--- src/hdl/breathing_led_pwm_controller_macros.svh ---
// Assertion macros shared by the breathing LED PWM controller RTL.
`ifndef BREATHING_LED_PWM_CONTROLLER_MACROS_SVH
`define BREATHING_LED_PWM_CONTROLLER_MACROS_SVH

`ifndef SYNTHESIS
`define BLPWM_ASSERT_SAME(label, ante, cons) \
  label: assert property (@(posedge clk) disable iff (rst) (ante) |-> (cons)) \
    else $error("blpwm assertion failed");
`define BLPWM_ASSERT_NEXT(label, ante, cons) \
  label: assert property (@(posedge clk) disable iff (rst) (ante) |=> (cons)) \
    else $error("blpwm assertion failed");
`else
`define BLPWM_ASSERT_SAME(label, ante, cons)
`define BLPWM_ASSERT_NEXT(label, ante, cons)
`endif

`endif

--- src/hdl/blpwm_pkg.sv ---
// Shared types and constants of the breathing LED PWM controller.
package blpwm_pkg;

  localparam int CFG_IDX_W  = 3;
  localparam int CFG_DATA_W = 16;
  localparam int WAIT_W     = 17;

  localparam logic [CFG_IDX_W-1:0] REG_DUTY_HI    = 3'd0;
  localparam logic [CFG_IDX_W-1:0] REG_DUTY_LO    = 3'd1;
  localparam logic [CFG_IDX_W-1:0] REG_STEP_SIZE  = 3'd2;
  localparam logic [CFG_IDX_W-1:0] REG_HOLD_MS    = 3'd3;
  localparam logic [CFG_IDX_W-1:0] REG_STEP_DELAY = 3'd4;

  localparam logic [7:0]  DUTY_HI_RST    = 8'd255;
  localparam logic [7:0]  DUTY_LO_RST    = 8'd0;
  localparam logic [7:0]  STEP_SIZE_RST  = 8'd1;
  localparam logic [15:0] HOLD_MS_RST    = 16'd200;
  localparam logic [15:0] STEP_DELAY_RST = 16'd10;

  localparam logic [7:0] PWM_TOP = 8'd254;

  localparam logic [1:0] MODE_STEADY0  = 2'd0;
  localparam logic [1:0] MODE_BREATHE  = 2'd1;

  typedef struct packed {
    logic       led_on;
    logic [1:0] mode_now;
    logic [7:0] duty_now;
  } res_t;

endpackage

--- src/hdl/blpwm_core.sv ---
// Tick state, configuration registers and next-state logic of the controller.
`include "breathing_led_pwm_controller_macros.svh"

module blpwm_core (
  input  logic                             clk,
  input  logic                             rst,
  input  logic                             cfg_we,
  input  logic [blpwm_pkg::CFG_IDX_W-1:0]  cfg_index,
  input  logic [blpwm_pkg::CFG_DATA_W-1:0] cfg_data,
  input  logic                             step_en,
  input  logic                             button_pressed,
  input  logic                             ms_strobe,
  output blpwm_pkg::res_t                  res
);

  logic [7:0]  duty_hi;
  logic [7:0]  duty_lo;
  logic [7:0]  step_size;
  logic [15:0] hold_ms;
  logic [15:0] step_delay_ms;

  logic [7:0]                     pwm_counter, pwm_counter_next;
  logic [7:0]                     duty_level, duty_level_next;
  logic                           ramp_down, ramp_down_next;
  logic [1:0]                     mode_reg, mode_reg_next;
  logic                           btn_released;
  logic [blpwm_pkg::WAIT_W-1:0]   wait_ms, wait_ms_next;

  logic                           press_edge;
  logic                           at_limit_cur;
  logic                           at_limit_new;
  logic [blpwm_pkg::WAIT_W-1:0]   wait_entry;
  logic [8:0]                     sum_up;
  logic [8:0]                     floor_dn;

  always_ff @(posedge clk) begin
    if (rst) begin
      duty_hi       <= blpwm_pkg::DUTY_HI_RST;
      duty_lo       <= blpwm_pkg::DUTY_LO_RST;
      step_size     <= blpwm_pkg::STEP_SIZE_RST;
      hold_ms       <= blpwm_pkg::HOLD_MS_RST;
      step_delay_ms <= blpwm_pkg::STEP_DELAY_RST;
    end else if (cfg_we) begin
      unique case (cfg_index)
        blpwm_pkg::REG_DUTY_HI:    duty_hi       <= cfg_data[7:0];
        blpwm_pkg::REG_DUTY_LO:    duty_lo       <= cfg_data[7:0];
        blpwm_pkg::REG_STEP_SIZE:  step_size     <= cfg_data[7:0];
        blpwm_pkg::REG_HOLD_MS:    hold_ms       <= cfg_data;
        blpwm_pkg::REG_STEP_DELAY: step_delay_ms <= cfg_data;
        default: ;
      endcase
    end
  end

  always_comb begin
    press_edge    = button_pressed && btn_released;
    mode_reg_next = press_edge ? mode_reg + 2'd1 : mode_reg;
    at_limit_cur  = (duty_level == duty_hi) || (duty_level == duty_lo);

    // entering breathing mode restarts the wait from the current level
    if (press_edge && (mode_reg_next == blpwm_pkg::MODE_BREATHE)) begin
      wait_entry = at_limit_cur ? {1'b0, hold_ms} : '0;
    end else begin
      wait_entry = wait_ms;
    end

    sum_up          = {1'b0, duty_level} + {1'b0, step_size};
    floor_dn        = {1'b0, duty_lo} + {1'b0, step_size};
    duty_level_next = duty_level;
    ramp_down_next  = ramp_down;
    wait_ms_next    = wait_entry;
    at_limit_new    = 1'b0;

    if (mode_reg_next == blpwm_pkg::MODE_BREATHE) begin
      if (wait_entry != '0) begin
        if (ms_strobe) begin
          wait_ms_next = wait_entry - 1'b1;
        end
      end else begin
        if (!ramp_down) begin
          if (sum_up >= {1'b0, duty_hi}) begin
            duty_level_next = duty_hi;
            ramp_down_next  = 1'b1;
          end else begin
            duty_level_next = sum_up[7:0];
          end
        end else begin
          if ({1'b0, duty_level} > floor_dn) begin
            duty_level_next = duty_level - step_size;
          end else begin
            duty_level_next = duty_lo;
            ramp_down_next  = 1'b0;
          end
        end
        at_limit_new = (duty_level_next == duty_hi) || (duty_level_next == duty_lo);
        wait_ms_next = {1'b0, step_delay_ms} + (at_limit_new ? {1'b0, hold_ms} : '0);
      end
    end else begin
      duty_level_next = duty_hi;
      wait_ms_next    = '0;
    end

    pwm_counter_next = (pwm_counter == blpwm_pkg::PWM_TOP) ? 8'd0 : pwm_counter + 8'd1;

    res.led_on   = pwm_counter < duty_level_next;
    res.mode_now = mode_reg_next;
    res.duty_now = duty_level_next;
  end

  always_ff @(posedge clk) begin
    if (rst) begin
      pwm_counter  <= '0;
      duty_level   <= blpwm_pkg::DUTY_HI_RST;
      ramp_down    <= 1'b0;
      mode_reg     <= blpwm_pkg::MODE_STEADY0;
      btn_released <= 1'b1;
      wait_ms      <= '0;
    end else if (step_en) begin
      pwm_counter  <= pwm_counter_next;
      duty_level   <= duty_level_next;
      ramp_down    <= ramp_down_next;
      mode_reg     <= mode_reg_next;
      btn_released <= !button_pressed;
      wait_ms      <= wait_ms_next;
    end
  end

  `BLPWM_ASSERT_SAME(a_pwm_range, 1'b1, pwm_counter != 8'd255)
  `BLPWM_ASSERT_SAME(a_wait_idle, mode_reg != blpwm_pkg::MODE_BREATHE, wait_ms == '0)
  `BLPWM_ASSERT_NEXT(a_pwm_adv, step_en,
    pwm_counter == (($past(pwm_counter) == blpwm_pkg::PWM_TOP) ? 8'd0
                    : $past(pwm_counter) + 8'd1))

endmodule

--- src/hdl/breathing_led_pwm_controller.sv ---
// Top level of the breathing LED PWM controller.
//
// One input transfer is one PWM tick: button_pressed (level) and ms_strobe
// (one millisecond elapsed). Every tick yields exactly one result transfer with
// led_on, mode_now and duty_now, in order.
// Results are registered into the output register, or the skid register while
// an earlier result waits. The tick logic is one registered pass, so one tick
// per cycle is sustained while in_ready is high; the two-entry result buffer
// lets a tick be taken while an earlier result still waits. in_ready drops only
// while both entries are full, i.e. after the receiver has stalled for two results.
// Configuration: cfg_valid/cfg_ready with cfg_index (0 duty_hi, 1 duty_lo,
// 2 step_size, 3 hold_ms, 4 step_delay_ms) and cfg_data; cfg_ready is always
// high, other indexes are dropped. Write only while idle.
// Reset (rst, synchronous): registers return to their defaults, mode 0,
// duty 255, PWM counter 0, result buffer empty.
`include "breathing_led_pwm_controller_macros.svh"

module breathing_led_pwm_controller (
  input  logic                             clk,
  input  logic                             rst,
  input  logic                             in_valid,
  output logic                             in_ready,
  input  logic                             button_pressed,
  input  logic                             ms_strobe,
  output logic                             out_valid,
  input  logic                             out_ready,
  output logic                             led_on,
  output logic [1:0]                       mode_now,
  output logic [7:0]                       duty_now,
  input  logic                             cfg_valid,
  output logic                             cfg_ready,
  input  logic [blpwm_pkg::CFG_IDX_W-1:0]  cfg_index,
  input  logic [blpwm_pkg::CFG_DATA_W-1:0] cfg_data
);

  blpwm_pkg::res_t res_new;
  blpwm_pkg::res_t head;
  blpwm_pkg::res_t skid;
  logic            skid_valid;
  logic            push;
  logic            pop;

  assign cfg_ready = 1'b1;
  assign in_ready  = !skid_valid;
  assign push      = in_valid && in_ready;
  assign pop       = out_valid && out_ready;

  blpwm_core u_core (
    .clk            (clk),
    .rst            (rst),
    .cfg_we         (cfg_valid && cfg_ready),
    .cfg_index      (cfg_index),
    .cfg_data       (cfg_data),
    .step_en        (push),
    .button_pressed (button_pressed),
    .ms_strobe      (ms_strobe),
    .res            (res_new)
  );

  always_ff @(posedge clk) begin
    if (rst) begin
      out_valid  <= 1'b0;
      skid_valid <= 1'b0;
    end else if (pop) begin
      if (skid_valid) begin
        out_valid  <= 1'b1;
        skid_valid <= push;
      end else begin
        out_valid <= push;
      end
    end else if (push) begin
      if (!out_valid) begin
        out_valid <= 1'b1;
      end else begin
        skid_valid <= 1'b1;
      end
    end
  end

  // payload side of the two-entry buffer
  always_ff @(posedge clk) begin
    if (pop) begin
      if (skid_valid) begin
        head <= skid;
        if (push) begin
          skid <= res_new;
        end
      end else if (push) begin
        head <= res_new;
      end
    end else if (push) begin
      if (!out_valid) begin
        head <= res_new;
      end else begin
        skid <= res_new;
      end
    end
  end

  assign led_on   = head.led_on;
  assign mode_now = head.mode_now;
  assign duty_now = head.duty_now;

  `BLPWM_ASSERT_SAME(a_skid_behind_head, skid_valid, out_valid)
  `BLPWM_ASSERT_NEXT(a_full_holds, skid_valid && !out_ready, skid_valid && out_valid)
  `BLPWM_ASSERT_NEXT(a_push_shows, push && !out_valid, out_valid)

endmodule

--- config.mk ---
export PLATFORM = sky130hd
export DESIGN_NAME = breathing_led_pwm_controller
export DESIGN_NICKNAME = d
export VERILOG_FILES = /design/src/hdl/blpwm_pkg.sv /design/src/hdl/blpwm_core.sv /design/src/hdl/breathing_led_pwm_controller.sv
export VERILOG_INCLUDE_DIRS = /design/src /design/src/hdl
export SDC_FILE = /design/constraint.sdc
export NUM_CORES = 1
export LEC_CHECK = 0
export ABC_AREA = 1
export BUFFER_PORTS_ARGS = -buffer_cell sky130_fd_sc_hd__buf_2
export CORE_AREA = 4 4 132 134
export CTS_CLUSTER_DIAMETER = 80
export DETAILED_ROUTE_END_ITERATION = 6
export DIE_AREA = 0 0 136 138
export PLACE_DENSITY = 0.73
export SYNTH_ARGS = -nofsm -noshare
export SYNTH_HDL_FRONTEND = slang
export SYNTH_SLANG_ARGS = --single-unit
export TNS_END_PERCENT = 30
--- constraint.sdc ---
create_clock -name clk -period 6.5 [get_ports clk]
set_input_delay 0.325 -clock clk [delete_from_list [all_inputs] [get_ports clk]]
set_output_delay 0.325 -clock clk [all_outputs]
set_load 0.01 [all_outputs]
==> results.ini <==
[clock_tree]
cts_made_buffers = 17
clk_pin_slew_ns = 0.06
cts_tree = yes
clock-root-buffer = clkbuf_16
cts_sinks = 117
worstSkewPairLatency_ns = 0.42
h-tree-depth = 4
clock_path_buffers = 2
hold_buffers = 0

[place]
placed_area_mm2 = 0.00841
place_ws_ns = 0.378
dp_hpwl_mm = 16.1
dp.cells = 1359
port_buffers = 38
routabilityCongestion = 1.01

[layout]
area_growth_syn_to_layout_pct = 12.5
layout-drive-gt1-share = 0.114
ff_latch_area_mm2 = 0.00257
largest_reg_flops = 17
multi_input_area_mm2 = 0.00483
top_regs = u_core.wait_ms (17), u_core.hold_ms (16), u_core.step_delay_ms (16)
top_register = u_core.wait_ms
design_area_mm2 = 0.00904
num-fill-cells = 1569
final_cell_count_no_fill = 1392
final_nets = 1254
n_antenna_cell = 0

[die]
die_w_um = 136
die_h_um = 138
boundaryPins = 40
start_util = 0.493
core_mm2 = 0.0163
dieArea_mm2 = 0.0188
rows = 47

[critical_path]
critPathArrivalTime_ns = 6.21
critPathLaunchType = flop
slowest_delay_ns = 0.46
cp-end-kind = flop
path_max_fanout = 13
path_common_cell = nand2_1
critical_path_class = reg2reg
cp_slowest_cell = fa_1
required_ns = 6.77

[sta]
fin_ws_ns = 0.558
finalMaxSlewViolations = 0
fin_worst_skew_ns = 0.00703
whs_ns = 0.111
tightest_slew_ns = 0.925
max_freq_mhz = 168
slew_headroom = 0.381
setup_viol = 0
fin_crit_ns = 5.94
final_hold_viol_count = 0
period_share = 0.914

[detailed_routing]
firstDrtPassIters = 5
antenna_left = 0
drt_wl_total_mm = 21.9
vias = 7494
post_drt_wl_per_cell_um = 15.7
drc_errors = 0
via_per_inst = 5.38
drtIter0Drc = 725

[synthesis]
seq_area_frac_synth = 0.319
yosysMostFrequentCell = nand2_1
ys.warnings.count = 0
synthCells = 1124
synth_top_area_share = 0.237
synth_common_cells = nand2_1 (222), a21oi_1 (131), inv_1 (120), nor2_1 (119), dfxtp_1 (95)
synth-seq-cells = 117
syn_area_per_cell_um2 = 7.15
synth_edf_count = 22
yosys.area.top_type = dfxtp_1
synthesis.nets = 1219
synthTopCellsByArea = dfxtp_1 (24%), nand2_1 (10%), ha_1 (10%), edfxtp_1 (8.2%), a21oi_1 (8.2%)
synthArstFlopShare = 0
ys_types = 53
ys.flop_type = dfxtp_1
synth_area_mm2 = 0.00803

[global_routing]
grt_pass1_vias = 6787
overflow = 0
grt_pass1_wl_mm = 35.5
grt_max_degree = 56
grt_util_all_layers = 0.237
antenna_found_initial = 0

[power_and_ir_drop]
p_leak_nw = 4.06
ir_drop_mv = 0.332
power_density_mw_per_mm2 = 380

[flow_run]
drv_cap = 0

[worst_hold_path]
holdCritPathClass = in2reg

[outcome]
outcome = complete, no violations

## layout make-up
cell class / instances / area share
tap: 220 / 0.0305
multi-input combinational: 841 / 0.534
clock inverter: 15 / 0.0162
clock buffer: 17 / 0.0471
sequential: 117 / 0.284
timing repair buffer: 55 / 0.0356
inverter: 127 / 0.0527
## kinds of logic (layout without fill, tap and decap cells)
| kind of cell | Yosys count | after routing | share of synthesized area |
|---|---|---|---|
| XOR/XNOR | 61 | 61 | 0.0665 |
| flip-flops | 117 | 117 | 0.319 |
| AO/OA/AOI/OAI | 283 | 283 | 0.195 |
| AND/OR/NAND/NOR | 427 | 427 | 0.223 |
| adder cells (fa/ha/maj) | 69 | 69 | 0.111 |
| other | 1 | 1 | 0.000467 |
| buffers and inverters | 166 | 214 | 0.0849 |
## critical path: cells and delay by family (launching register included)
kind | cells | cell delay [ns]
buffers and inverters | 1 | 0.05
DFF | 1 | 0.37
adders and majority gates | 5 | 1.41
xor gates and xnor gates | 3 | 0.52
and+or+nand+nor | 18 | 1.92
AOI/OAI and AO/OA | 11 | 1.50
## cells in the final DEF, fill, tap and decap left out, types with 23 or more instances in the layout
cell     netlist  final
a21oi_1      131    129
nor2_1       119    119
inv_1        120    120
xnor2_1       23     23
buf_2          7     38
nand3_1       35     35
nand2_1      222    221
xor2_1        38     38
dfxtp_1       95     92
o21ai_0       81     80
ha_1          65     64
## path summary, 6_finish.rpt
kind              slack [ns]  cells after the start                  from                  end
setup / recovery        0.56                     38  u_core.duty_level[0]   u_core.wait_ms[14]
hold / removal          0.11                      2        button_pressed  u_core.btn_released
setup reg to reg        0.56                     38  u_core.duty_level[0]   u_core.wait_ms[14]
hold reg to reg         0.47                      2     u_core.wait_ms[9]    u_core.wait_ms[9]
## routing by layer
| metal | routed length [um] | part of all wire | GRT usage |
|---|---|---|---|
| met5 | 0 | 0 | 0 |
| met4 | 692 | 0.032 | 0.0976 |
| met3 | 1740 | 0.079 | 0.0469 |
| met1 | 10400 | 0.48 | 0.352 |
| met2 | 9030 | 0.41 | 0.336 |
## repair_timing
item                       CTS  global route
setup endpoints to repair    0             6
resized for setup            0            15
hold endpoints to repair     0             0
buffers inserted             0             1
## per-stage QoR
step	setup TNS, ns	power [W]	utilization
floorplan	0	0.00209	-
global placement	0	0.00246	0.516
detailed placement	0	0.00246	0.516
CTS	0	0.00340	0.552
global route	-0.0198	0.00367	0.555
finish	0	0.00343	0.555
## where the power goes
part	leakage (nW)	total (W)	internal (W)	switching [W]
Clock	0.281	0.000911	0.000534	0.000377
Combinational	2.81	0.00161	0.000528	0.00109
Sequential	0.961	0.000907	0.000853	0.0000546
Total	4.06	0.00343	0.00191	0.00152
Note: power is estimated with default switching activity, not from simulation.
